$ cat config.mk
export PLATFORM = sky130hd
export DESIGN_NAME = matrix_multiply_core_flat
export DESIGN_NICKNAME = d
export VERILOG_FILES = /design/src/rtl/mm_pkg.sv /design/src/rtl/mm_in_if.sv /design/src/rtl/mm_out_if.sv /design/src/rtl/mm_cfg_if.sv /design/src/rtl/matrix_multiply_core.sv /design/src/rtl/mm_ctrl.sv /design/src/rtl/mm_datapath.sv /design/src/flat_wrapper.sv
export VERILOG_INCLUDE_DIRS = /design/src /design/src/rtl
export SDC_FILE = /design/constraint.sdc
export NUM_CORES = 2
export LEC_CHECK = 0
export BUFFER_PORTS_ARGS = -buffer_cell sky130_fd_sc_hd__buf_4
export CAP_MARGIN = 30
export CORE_MARGIN = 1
export CORE_UTILIZATION = 50
export CTS_CLUSTER_DIAMETER = 40
export DETAILED_ROUTE_END_ITERATION = 10
export GPL_ROUTABILITY_DRIVEN = 0
export HOLD_SLACK_MARGIN = 0.15
export PLACE_DENSITY = 0.65
export SLEW_MARGIN = 20
export SYNTH_ARGS = -nofsm -noshare
export SYNTH_HDL_FRONTEND = slang
export SYNTH_SLANG_ARGS = --single-unit
$ cat constraint.sdc
create_clock -name clk -period 12.9 [get_ports clk]
set_input_delay 2.58 -clock clk [delete_from_list [all_inputs] [get_ports clk]]
set_output_delay 2.58 -clock clk [all_outputs]
set_load 0.01 [all_outputs]
$ cat src/rtl/matrix_multiply_core_macros.svh
// Assertion macros shared by the matrix multiply RTL.
// Used by mm_ctrl and mm_datapath; expects clk and rst in scope.
`ifndef MATRIX_MULTIPLY_CORE_MACROS_SVH
`define MATRIX_MULTIPLY_CORE_MACROS_SVH

// same-cycle implication, checked outside reset
`define MM_ASSERT_IMP(lbl, ante, cons, msg) \
  lbl: assert property (@(posedge clk) disable iff (rst) (ante) |-> (cons)) else $error(msg);

// next-cycle implication, checked outside reset
`define MM_ASSERT_NXT(lbl, ante, cons, msg) \
  lbl: assert property (@(posedge clk) disable iff (rst) (ante) |=> (cons)) else $error(msg);

`endif

$ cat src/rtl/mm_pkg.sv
// Package for the matrix multiply core: sizes, codes, element helpers and
// the command/status structs between controller and datapath. No dependencies.
package mm_pkg;

  localparam int MAX_DIM     = 8;
  localparam int ELEM_WIDTH  = 16;
  localparam int VALUE_W     = 16;
  localparam int PROD_WIDTH  = 35;
  localparam int DIM_W       = 4;
  localparam int FIELD_IDX_W = 3;
  localparam int CFG_IDX_W   = 2;
  localparam int OPCODE_W    = 2;

  localparam int IDX_W      = (MAX_DIM > 1) ? $clog2(MAX_DIM) : 1;
  localparam int MEM_DEPTH  = MAX_DIM * MAX_DIM;
  localparam int ADDR_W     = (MEM_DEPTH > 1) ? $clog2(MEM_DEPTH) : 1;
  localparam int MUL_W      = 2 * ELEM_WIDTH;

  typedef logic [OPCODE_W-1:0]  opcode_t;
  typedef logic [CFG_IDX_W-1:0] cfg_idx_t;
  typedef logic [DIM_W-1:0]     dim_t;
  typedef logic [IDX_W-1:0]     idx_t;
  typedef logic [ADDR_W-1:0]    addr_t;
  typedef logic [FIELD_IDX_W-1:0] field_idx_t;
  typedef logic signed [ELEM_WIDTH-1:0] elem_t;
  typedef logic signed [VALUE_W-1:0]    value_t;
  typedef logic signed [PROD_WIDTH-1:0] prod_t;

  localparam opcode_t OP_LOAD_A  = 2'd0;
  localparam opcode_t OP_LOAD_B  = 2'd1;
  localparam opcode_t OP_COMPUTE = 2'd2;

  localparam cfg_idx_t CFG_ROWS_A    = 2'd0;
  localparam cfg_idx_t CFG_INNER_DIM = 2'd1;
  localparam cfg_idx_t CFG_COLS_B    = 2'd2;

  typedef enum logic [1:0] {
    ST_IDLE,
    ST_MAC,
    ST_DRAIN
  } mm_state_t;

  typedef struct packed {
    logic       wr_a;
    logic       wr_b;
    logic       rd_en;
    addr_t      rd_addr_a;
    addr_t      rd_addr_b;
    logic       acc_clr;
    logic       emit;
    field_idx_t row;
    field_idx_t col;
    logic       last;
  } mm_cmd_t;

  typedef struct packed {
    logic pipe_busy;
    logic out_free;
  } mm_status_t;

  // casts the input word to the element width; both are 16 bits, so the value is unchanged
  function automatic elem_t to_elem(value_t v);
    return ELEM_WIDTH'(v);
  endfunction

  function automatic addr_t elem_addr(field_idx_t r, field_idx_t c);
    return ADDR_W'(int'(r) * MAX_DIM + int'(c));
  endfunction

  function automatic dim_t clamp_dim(dim_t d);
    return (int'(d) > MAX_DIM) ? DIM_W'(MAX_DIM) : d;
  endfunction

endpackage

$ cat src/rtl/mm_in_if.sv
// Input channel of the matrix multiply core: load and compute words.
// Depends on mm_pkg.
interface mm_in_if;
  logic                valid;
  logic                ready;
  mm_pkg::opcode_t     opcode;
  mm_pkg::field_idx_t  row;
  mm_pkg::field_idx_t  col;
  mm_pkg::value_t      value;

  modport source (output valid, opcode, row, col, value, input ready);
  modport sink   (input valid, opcode, row, col, value, output ready);
endinterface

$ cat src/rtl/mm_out_if.sv
// Result channel of the matrix multiply core: one product element per word.
// Depends on mm_pkg.
interface mm_out_if;
  logic                valid;
  logic                ready;
  mm_pkg::field_idx_t  out_row;
  mm_pkg::field_idx_t  out_col;
  mm_pkg::prod_t       product;
  logic                last;

  modport source (output valid, out_row, out_col, product, last, input ready);
  modport sink   (input valid, out_row, out_col, product, last, output ready);
endinterface

$ cat src/rtl/mm_cfg_if.sv
// Configuration write channel of the matrix multiply core.
// Depends on mm_pkg.
interface mm_cfg_if;
  logic              valid;
  logic              ready;
  mm_pkg::cfg_idx_t  index;
  mm_pkg::dim_t      data;

  modport source (output valid, index, data, input ready);
  modport sink   (input valid, index, data, output ready);
endinterface

$ cat src/rtl/matrix_multiply_core.sv
// Matrix multiply core, top level: controller plus datapath.
// Depends on mm_pkg, mm_in_if, mm_out_if, mm_cfg_if, mm_ctrl, mm_datapath.
//
// Usage:
//   cfg  : write rows_a (index 0), inner_dim (1), cols_b (2) while idle;
//          values above 8 act as 8. Always ready.
//   req  : opcode 0/1 loads one element of A/B at (row, col); opcode 2 runs
//          C = A * B; opcode 3 is dropped. Unwritten entries read as junk.
//   rsp  : one word per element of C in row-major order, last on the final one.
// Timing:
//   Loads are taken one per cycle while no compute is running. A compute holds
//   req.ready low for its whole walk: for each product element the controller
//   issues one store read per inner step, then waits while the registered read,
//   multiply and accumulate stages drain.
//   The result sits in an output register; a stalled receiver holds the walk
//   at the next element until that word is taken. No result when rows_a or
//   cols_b is 0.
// Reset: rst (sync, high) returns the dimensions to 8 and empties the result
//   register; store contents are not cleared.
module matrix_multiply_core (
  input  logic      clk,
  input  logic      rst,
  mm_in_if.sink     req,
  mm_out_if.source  rsp,
  mm_cfg_if.sink    cfg
);
  import mm_pkg::*;

  mm_cmd_t    cmd;
  mm_status_t sts;

  mm_ctrl u_ctrl (
    .clk (clk),
    .rst (rst),
    .req (req),
    .cfg (cfg),
    .sts (sts),
    .cmd (cmd)
  );

  mm_datapath u_datapath (
    .clk (clk),
    .rst (rst),
    .req (req),
    .rsp (rsp),
    .cmd (cmd),
    .sts (sts)
  );

endmodule

$ cat src/rtl/mm_ctrl.sv
// Controller of the matrix multiply core: dimension registers, walk counters
// and the state machine. Depends on mm_pkg, mm_in_if, mm_cfg_if and the macros.
`include "matrix_multiply_core_macros.svh"

module mm_ctrl (
  input  logic              clk,
  input  logic              rst,
  mm_in_if.sink             req,
  mm_cfg_if.sink            cfg,
  input  mm_pkg::mm_status_t sts,
  output mm_pkg::mm_cmd_t   cmd
);
  import mm_pkg::*;

  mm_state_t state, state_next;
  idx_t      i, i_next;
  idx_t      j, j_next;
  idx_t      k, k_next;
  dim_t      rows_a, inner_dim, cols_b;

  logic accept;
  logic in_range;
  logic last_i, last_j;

  assign cfg.ready = 1'b1;
  assign req.ready = (state == ST_IDLE);
  assign accept    = req.valid && req.ready;
  assign in_range  = (int'(req.row) < MAX_DIM) && (int'(req.col) < MAX_DIM);
  assign last_i    = (DIM_W'(i) == rows_a - DIM_W'(1));
  assign last_j    = (DIM_W'(j) == cols_b - DIM_W'(1));

  // dimensions are clamped on write; a value above MAX_DIM acts as MAX_DIM
  always_ff @(posedge clk) begin
    if (rst) begin
      rows_a    <= DIM_W'(8);
      inner_dim <= DIM_W'(8);
      cols_b    <= DIM_W'(8);
    end else if (cfg.valid) begin
      case (cfg.index)
        CFG_ROWS_A:    rows_a    <= clamp_dim(cfg.data);
        CFG_INNER_DIM: inner_dim <= clamp_dim(cfg.data);
        CFG_COLS_B:    cols_b    <= clamp_dim(cfg.data);
        default: ;
      endcase
    end
  end

  always_ff @(posedge clk) begin
    if (rst) begin
      state <= ST_IDLE;
      i     <= '0;
      j     <= '0;
      k     <= '0;
    end else begin
      state <= state_next;
      i     <= i_next;
      j     <= j_next;
      k     <= k_next;
    end
  end

  always_comb begin
    state_next    = state;
    i_next        = i;
    j_next        = j;
    k_next        = k;
    cmd           = '0;
    cmd.rd_addr_a = elem_addr(FIELD_IDX_W'(i), FIELD_IDX_W'(k));
    cmd.rd_addr_b = elem_addr(FIELD_IDX_W'(k), FIELD_IDX_W'(j));
    cmd.row       = FIELD_IDX_W'(i);
    cmd.col       = FIELD_IDX_W'(j);
    cmd.last      = last_i && last_j;
    case (state)
      ST_IDLE: begin
        if (accept) begin
          case (req.opcode)
            OP_LOAD_A: cmd.wr_a = in_range;
            OP_LOAD_B: cmd.wr_b = in_range;
            OP_COMPUTE: begin
              cmd.acc_clr = 1'b1;
              i_next      = '0;
              j_next      = '0;
              k_next      = '0;
              if (rows_a != '0 && cols_b != '0) begin
                state_next = ST_MAC;
              end
            end
            default: ;
          endcase
        end
      end
      ST_MAC: begin
        cmd.rd_en = (inner_dim != '0);
        if (inner_dim == '0 || DIM_W'(k) == inner_dim - DIM_W'(1)) begin
          k_next     = '0;
          state_next = ST_DRAIN;
        end else begin
          k_next = k + IDX_W'(1);
        end
      end
      ST_DRAIN: begin
        // wait for the MAC pipe to empty and the result register to free up
        if (!sts.pipe_busy && sts.out_free) begin
          cmd.emit    = 1'b1;
          cmd.acc_clr = 1'b1;
          if (last_j) begin
            j_next = '0;
            if (last_i) begin
              state_next = ST_IDLE;
            end else begin
              i_next     = i + IDX_W'(1);
              state_next = ST_MAC;
            end
          end else begin
            j_next     = j + IDX_W'(1);
            state_next = ST_MAC;
          end
        end
      end
      default: state_next = ST_IDLE;
    endcase
  end

  `MM_ASSERT_IMP(a_k_in_range, state == ST_MAC && inner_dim != '0, DIM_W'(k) < inner_dim, "inner index past inner_dim")
  `MM_ASSERT_NXT(a_last_ends, cmd.emit && cmd.last, state == ST_IDLE, "walk continued after last element")
  `MM_ASSERT_IMP(a_rd_only_mac, cmd.rd_en, state == ST_MAC && !cmd.emit, "store read outside the MAC walk")

endmodule

$ cat src/rtl/mm_datapath.sv
// Datapath of the matrix multiply core: A and B stores, registered multiply,
// accumulator and result register. Depends on mm_pkg, mm_in_if, mm_out_if, macros.
`include "matrix_multiply_core_macros.svh"

module mm_datapath (
  input  logic               clk,
  input  logic               rst,
  mm_in_if.sink              req,
  mm_out_if.source           rsp,
  input  mm_pkg::mm_cmd_t    cmd,
  output mm_pkg::mm_status_t sts
);
  import mm_pkg::*;

  elem_t store_a [MEM_DEPTH];
  elem_t store_b [MEM_DEPTH];

  elem_t                   rd_a, rd_b;
  logic                    v1, v2;
  logic signed [MUL_W-1:0] mul;
  prod_t                   acc;

  logic       out_valid;
  field_idx_t out_row, out_col;
  prod_t      out_product;
  logic       out_last;

  addr_t wr_addr;
  elem_t wr_data;

  assign wr_addr = elem_addr(req.row, req.col);
  assign wr_data = to_elem(req.value);

  always_ff @(posedge clk) begin
    if (cmd.wr_a) begin
      store_a[wr_addr] <= wr_data;
    end
    if (cmd.rd_en) begin
      rd_a <= store_a[cmd.rd_addr_a];
    end
  end

  always_ff @(posedge clk) begin
    if (cmd.wr_b) begin
      store_b[wr_addr] <= wr_data;
    end
    if (cmd.rd_en) begin
      rd_b <= store_b[cmd.rd_addr_b];
    end
  end

  always_ff @(posedge clk) begin
    if (rst) begin
      v1 <= 1'b0;
      v2 <= 1'b0;
    end else begin
      v1 <= cmd.rd_en;
      v2 <= v1;
    end
  end

  always_ff @(posedge clk) begin
    if (v1) begin
      mul <= rd_a * rd_b;
    end
  end

  // sum wraps at the result width, same as the masked sum
  always_ff @(posedge clk) begin
    if (cmd.acc_clr) begin
      acc <= '0;
    end else if (v2) begin
      acc <= acc + PROD_WIDTH'(mul);
    end
  end

  assign sts.pipe_busy = v1 || v2;
  assign sts.out_free  = !out_valid || rsp.ready;

  always_ff @(posedge clk) begin
    if (rst) begin
      out_valid <= 1'b0;
    end else if (cmd.emit) begin
      out_valid <= 1'b1;
    end else if (rsp.ready) begin
      out_valid <= 1'b0;
    end
  end

  always_ff @(posedge clk) begin
    if (cmd.emit) begin
      out_row     <= cmd.row;
      out_col     <= cmd.col;
      out_product <= acc;
      out_last    <= cmd.last;
    end
  end

  assign rsp.valid   = out_valid;
  assign rsp.out_row = out_row;
  assign rsp.out_col = out_col;
  assign rsp.product = out_product;
  assign rsp.last    = out_last;

  `MM_ASSERT_IMP(a_no_overwrite, cmd.emit, !out_valid || rsp.ready, "result word overwritten")
  `MM_ASSERT_IMP(a_emit_pipe_empty, cmd.emit, !v1 && !v2 && !cmd.rd_en, "emit with MAC in flight")
  `MM_ASSERT_IMP(a_rose_from_emit, $rose(out_valid), $past(cmd.emit), "result valid without emit")

endmodule

$ cat src/flat_wrapper.sv
// flat-port wrapper written by rule: the top's interface ports become plain ports
module matrix_multiply_core_flat import mm_pkg::*;
  (clk, rst, req_valid, req_opcode, req_row, req_col, req_value, req_ready, rsp_valid, rsp_out_row, rsp_out_col, rsp_product, rsp_last, rsp_ready, cfg_valid, cfg_index, cfg_data, cfg_ready);
  mm_in_if req_i ();
  mm_out_if rsp_i ();
  mm_cfg_if cfg_i ();
  input  logic clk;
  input  logic rst;
  input wire logic [$bits(req_i.valid)-1:0] req_valid;
  input wire logic [$bits(req_i.opcode)-1:0] req_opcode;
  input wire logic [$bits(req_i.row)-1:0] req_row;
  input wire logic [$bits(req_i.col)-1:0] req_col;
  input wire logic [$bits(req_i.value)-1:0] req_value;
  output wire logic [$bits(req_i.ready)-1:0] req_ready;
  output wire logic [$bits(rsp_i.valid)-1:0] rsp_valid;
  output wire logic [$bits(rsp_i.out_row)-1:0] rsp_out_row;
  output wire logic [$bits(rsp_i.out_col)-1:0] rsp_out_col;
  output wire logic [$bits(rsp_i.product)-1:0] rsp_product;
  output wire logic [$bits(rsp_i.last)-1:0] rsp_last;
  input wire logic [$bits(rsp_i.ready)-1:0] rsp_ready;
  input wire logic [$bits(cfg_i.valid)-1:0] cfg_valid;
  input wire logic [$bits(cfg_i.index)-1:0] cfg_index;
  input wire logic [$bits(cfg_i.data)-1:0] cfg_data;
  output wire logic [$bits(cfg_i.ready)-1:0] cfg_ready;
  assign req_i.valid = req_valid;
  assign req_i.opcode = req_opcode;
  assign req_i.row = req_row;
  assign req_i.col = req_col;
  assign req_i.value = req_value;
  assign req_ready = req_i.ready;
  assign rsp_valid = rsp_i.valid;
  assign rsp_out_row = rsp_i.out_row;
  assign rsp_out_col = rsp_i.out_col;
  assign rsp_product = rsp_i.product;
  assign rsp_last = rsp_i.last;
  assign rsp_i.ready = rsp_ready;
  assign cfg_i.valid = cfg_valid;
  assign cfg_i.index = cfg_index;
  assign cfg_i.data = cfg_data;
  assign cfg_ready = cfg_i.ready;
  matrix_multiply_core u_core (.clk(clk), .rst(rst), .req(req_i), .rsp(rsp_i), .cfg(cfg_i));
endmodule
==> Yosys cells after proc, flatten, opt, wreduce, memory -nomap -nowiden <==
Memory sizes are Yosys's and may differ from the RTL's. A register that Yosys moved wholly into a read port is not among the register bits.
Index checks and enable logic that the tools add are counted.
{ "totals": {"in_bits": 35, "wordCells": 108, "mem_bits_ro": 0, "register_bits": 135, "output_inout_bits": 45, "latchBits": 0, "n_memories": 2, "ramBits": 2048} }
{ "classes": {"mul": 1, "eq_ne": 16, "reduce_logical": 26, "muxes": 36, "n_div": 0, "addsub": 10, "shifts": 0, "bitwise": 0, "magnitude_cmp": 1} }
{ "memory_table": {"columns": ["name", "words", "width", "read_ports", "rd_clocked_by_memory_dff", "wr", "line_no", "text"], "rows": [
  ["u_core.u_datapath.store_a", 64, 16, 1, 1, 1, "mm_datapath.sv:15", "elem_t store_a [MEM_DEPTH];"],
  ["u_core.u_datapath.store_b", 64, 16, 1, 1, 1, "mm_datapath.sv:16", "elem_t store_b [MEM_DEPTH];"]
]} }
{ "ops": {"columns": ["op", "count"], "rows": [
  ["$add 35x32->35", 1],
  ["$mul 16x16->32", 1],
  ["$mux 3", 8],
  ["$add 6x3->6", 3],
  ["$mux 2", 9],
  ["$pmux 3 s2", 3],
  ["$mux 1", 13],
  ["$eq 3x4->1", 3],
  ["$reduce_bool 4->1", 3],
  ["$sub 4x1->4 const B", 3],
  ["$add 3x1->3 const B", 3],
  ["$ne 2x2->1 const B", 4],
  ["$eq 2x1->1 const B", 3],
  ["$eq 2x2->1 const B", 3],
  ["$logic_not 2->1", 3],
  ["$ne 2x1->1 const B", 3],
  ["$pmux 2 s3", 1],
  ["$reduce_and 2->1", 3],
  ["$reduce_and 6->1", 1],
  ["$reduce_bool 2->1", 3],
  ["$reduce_and 5->1", 1],
  ["$gt 4x4->1 const B", 1],
  ["$logic_and 1x1->1", 4],
  ["$logic_not 4->1", 1],
  ["6 further kinds", 9]
]} }

==> Longest topological paths before layout <==
{ "depth": {"ltp_word": 6, "mapped_depth": 26, "depth_no_buf": 24} }

==> Worst setup path after synthesis <==
OpenSTA, ideal clock, no wires.
{ "synth_path": {"path_kind": "flip-flop to flip-flop", "startpoint": "register u_core.u_datapath.rd_a[15] (read register of u_core.u_datapath.store_a)", "endpoint": "register u_core.u_datapath.mul[31], data pin", "setup_ns": 0.260, "t_arrival_ns": 5.777, "setup_slack_ns": 6.863, "required_time_ns": 12.640, "path_stages_with_launch": 22, "synth_period_minus_slack_ns": 6.037, "path_buffers": 2, "path_cell_list": "edfxtp_1 clkbuf_1 nand2_1 inv_1 fa_1 fa_1 inv_1 fa_1 fa_1 fa_1 fa_1 inv_1 ha_1 clkbuf_1 a21o_1 a21oi_1 nor2_1 or3_1 o21ai_1 o21ai_1 a21oi_1 xnor2_1"} }
{ "synth_via": {"elab_chain_len": 1} }
{ "synth_rtl": {"columns": ["element", "line_no", "text"], "rows": [
  ["from (decl)", "mm_datapath.sv:18", "elem_t rd_a, rd_b;"],
  ["$mul 16x16->32", "mm_datapath.sv:64", "mul <= rd_a * rd_b;"],
  ["to (signal assigned)", "mm_datapath.sv:64", null],
  ["to (decl)", "mm_datapath.sv:20", "logic signed [MUL_W-1:0] mul;"]
]} }
Every way passes these cells.
A chain may end at the register's enable or synchronous reset.

==> Worst setup path after layout <==
{ "layout_path": {"startpoint": "register u_core.u_datapath.rd_a[7] (read register of u_core.u_datapath.store_a)", "endpoint": "register u_core.u_datapath.mul[28], data pin"} }
The elaborated chain is that of the path after synthesis.

==> results.yml <==
outcome:
  status: "finished clean"
floorplanning:
  die_h_um: 439.0
  rows: 160
  boundaryPins: 80
  start_util_pct: 50.27
  dieArea_um2: 192800
  die_x_um: 439.0
  core_area_um2: 190000
global_routing:
  grt.total_usage_pct: 23.93
  antenna_found_initial: 22
  grt_pass1_vias: 47750
  grt_max_degree: 129
  grt_remaining_overflow: 0
  grt_pass1_wl_um: 330900
sta:
  max_clock_freq_mhz: 147.5
  final_hold_viol_count: 0
  setup-violations-final: 0
  finalMaxSlewViolations: 0
  whs_ns: 0.4676
  grt_setup_unrepaired: "false"
  fin_skew_ns: 0.04525
  tns_ns: 0
  tightest_slew_ns: 1.032
  relSlewSlack_pct: 31.02
  period_minus_slack_ns: 6.782
  setup_slack_ns: 6.118
  timing.final.crit_share_pct: 52.57
power_and_ir_drop:
  total_power_mw: 21.81
  p_per_area_nw_per_um2: 197.9
  ir_drop_uv: 237.6
  p_leak_nw: 36.49
clock_network:
  cts-buffers-inserted: 314
  cts_setup_buffers: 0
  htreeDepth: 5
  holdBufCountCts: 0
  clkSinkCount: 2215
  clockBufferDepth: 4
  cts_resized: 0
  clock_latency_ns: 0.93
  clk_pin_slew_worst_paths_ns: 0.05
  cts_tree: "done"
  cts_root_buffer: "clkbuf_16"
synth:
  ys_async_sr_fraction_pct: 0
  netlist_area_um2: 95500
  avgSynthCellArea_um2: 19.94
  syn-instance-count: 4790
  synth_seq_cells: 2215
  yosys_warnings: 0
  syn-num-nets: 5212
  synthDistinctLibCells: 73
  synthFlopType: "edfxtp_1"
  synth_edf_count: 2154
  seq_area_frac_synth_pct: 69.01
layout:
  mostFrequentLayoutCells: "2154 x edfxtp_1, 672 x mux4_2, 338 x inv_1, 320 x clkbuf_16, 263 x fa_1"
  nNetsFinal: 5577
  ff_latch_area_um2: 65930
  syn_to_final_growth_pct: 15.44
  layout_commonest_cell: "edfxtp_1"
  drive_gt1_share_pct: 27.03
  fillers: 13660
  multi_input_area_um2: 27360
critical_path:
  critical_path_class: "flip-flop to flip-flop"
  required_ns: 13.54
  rrSetupSlack_ns: 6.12
  start_kind: "flip-flop"
  end_kind: "flip-flop"
  critPathArrivalTime_ns: 7.42
  crit_path_max_fanout: 16
route:
  firstDrtPassIters: 7
  routedWlPerCell_um: 28.84
  drt_iter0_drc: 5555
  antenna_left: 0
  drc_errors: 0
  routed_wl_um: 228200
  num_vias: 47260
  routed_via_density: 5.974
placement:
  portBuffers: 78
  dp_hpwl_um: 136000
  dp_slack_ns: 6.160
job:
  cap_viol_max_count: 0
worst_hold_path:
  hp-class: "flip-flop to flip-flop"
## registers in the layout, summed over array words and instances (netlist names), 4 cells and up
register                       flops
u_core.u_ctrl.rows_a               4
u_core.u_datapath.mul             32
u_core.u_datapath.store_a       1024
u_core.u_ctrl.cols_b               4
u_core.u_datapath.rd_a            16
u_core.u_datapath.store_b       1024
u_core.u_datapath.rsp.product     35
u_core.u_datapath.acc             35
u_core.u_datapath.rd_b            16
u_core.u_ctrl.inner_dim            4
## stage by stage
step	cells	util (%)	cell area (µm²)
after global routing	7905	58.02	110200
final	7911	58.03	110200
after CTS	7890	57.85	109900
after detailed placement	7338	52.46	99660
after global placement	7337	52.45	99640
after floorplan	4790	-	95500
## routing by layer
| layer | routed length (µm) | global-route usage, % | vias up |
|---|---|---|---|
| met5 | 54 | 0 | - |
| met4 | 5268 | 6.244 | 8 |
| met3 | 19230 | 4.706 | 321 |
| met2 | 106400 | 36.32 | 2100 |
| met1 | 97200 | 35.77 | 25160 |
| li1 | - | - | 19670 |
## synth_stat cells, types with 5 or more instances
| cell | number | share of area [%] |
|---|---|---|
| xnor2_1 | 63 | 0.58 |
| clkbuf_1 | 134 | 0.53 |
| edfxtp_1 | 2154 | 68 |
| nand4_1 | 7 | 0.046 |
| nand3b_1 | 10 | 0.079 |
| a211o_1 | 5 | 0.046 |
| a21o_1 | 27 | 0.21 |
| o21ai_0 | 25 | 0.13 |
| nand3_1 | 25 | 0.13 |
| a31oi_1 | 8 | 0.052 |
| o21bai_1 | 12 | 0.094 |
| nor2_1 | 234 | 0.92 |
| o21a_1 | 9 | 0.071 |
| inv_1 | 339 | 1.3 |
| buf_6 | 7 | 0.083 |
| nor2b_1 | 13 | 0.085 |
| o21ai_1 | 15 | 0.079 |
| mux2i_1 | 26 | 0.27 |
| ha_1 | 124 | 1.6 |
| nand2b_1 | 24 | 0.16 |
| mux4_2 | 672 | 16 |
| a21oi_1 | 67 | 0.35 |
| and2_1 | 123 | 0.81 |
| dfxtp_1 | 61 | 1.3 |
| nor3_1 | 12 | 0.063 |
| xor2_1 | 14 | 0.13 |
| a211oi_1 | 5 | 0.039 |
| nand2_1 | 162 | 0.64 |
| and3_1 | 7 | 0.046 |
| buf_2 | 41 | 0.21 |
| buf_1 | 13 | 0.051 |
| or3_1 | 7 | 0.046 |
| buf_4 | 19 | 0.15 |
| fa_1 | 263 | 5.5 |
## worst max-delay path: stages (launching register included)
cell	delay [ns]
edfxtp_1	0.66
and2_1	0.31
fa_1	0.54
inv_1	0.06
fa_1	0.47
fa_1	0.52
fa_1	0.57
inv_1	0.05
fa_1	0.49
fa_1	0.41
ha_1	0.38
o21ai_0	0.12
a22oi_1	0.19
inv_1	0.08
a211oi_1	0.56
nand2_1	0.11
a311oi_1	0.53
a221o_1	0.24
a21oi_1	0.07
xnor2_1	0.12
## cells by family (layout without fill, tap and decap cells)
kind of cell,count (synthesis),after routing,share of synthesized area [%]
adder cells (fa/ha/maj),387,387,7.138
other,1,10,0.003927
multiplexers,698,698,16.12
AO/OA/AOI/OAI,216,216,1.491
buffers and inverters,555,1156,2.365
flip-flops,2215,2215,69.01
XOR/XNOR,77,77,0.7062
AND/OR/NAND/NOR,641,641,3.168
## report_power, final
group	total [mW]	leakage [nW]	switching [mW]	internal, mW
Sequential	8.33	19.9	0.0858	8.24
Clock	8.34	4.93	3.15	5.19
Combinational	5.15	11.7	2.86	2.29
Total	21.8	36.5	6.09	15.7
## worst paths after layout
check | start | end | cells after the start
hold reg to reg | u_core.u_datapath.acc[34] | u_core.u_datapath.rsp.product[34] | 0
hold / removal | u_core.u_datapath.acc[34] | u_core.u_datapath.rsp.product[34] | 0
setup reg to reg | u_core.u_datapath.rd_a[7] | u_core.u_datapath.mul[28] | 19
setup / recovery | u_core.u_datapath.rd_a[7] | u_core.u_datapath.mul[28] | 19
## area by class of cell
cell class,instances,share of cell area [%]
well taps,2511,2.850
inverters,341,1.161
clock inverters,193,1.871
multi-input cells,2020,24.81
repair buffers,263,2.066
flip-flops and latches,2215,59.80
diodes,9,0.02043
clock buffers,359,7.414
No activity file was read; power rests on OpenSTA's default activity.
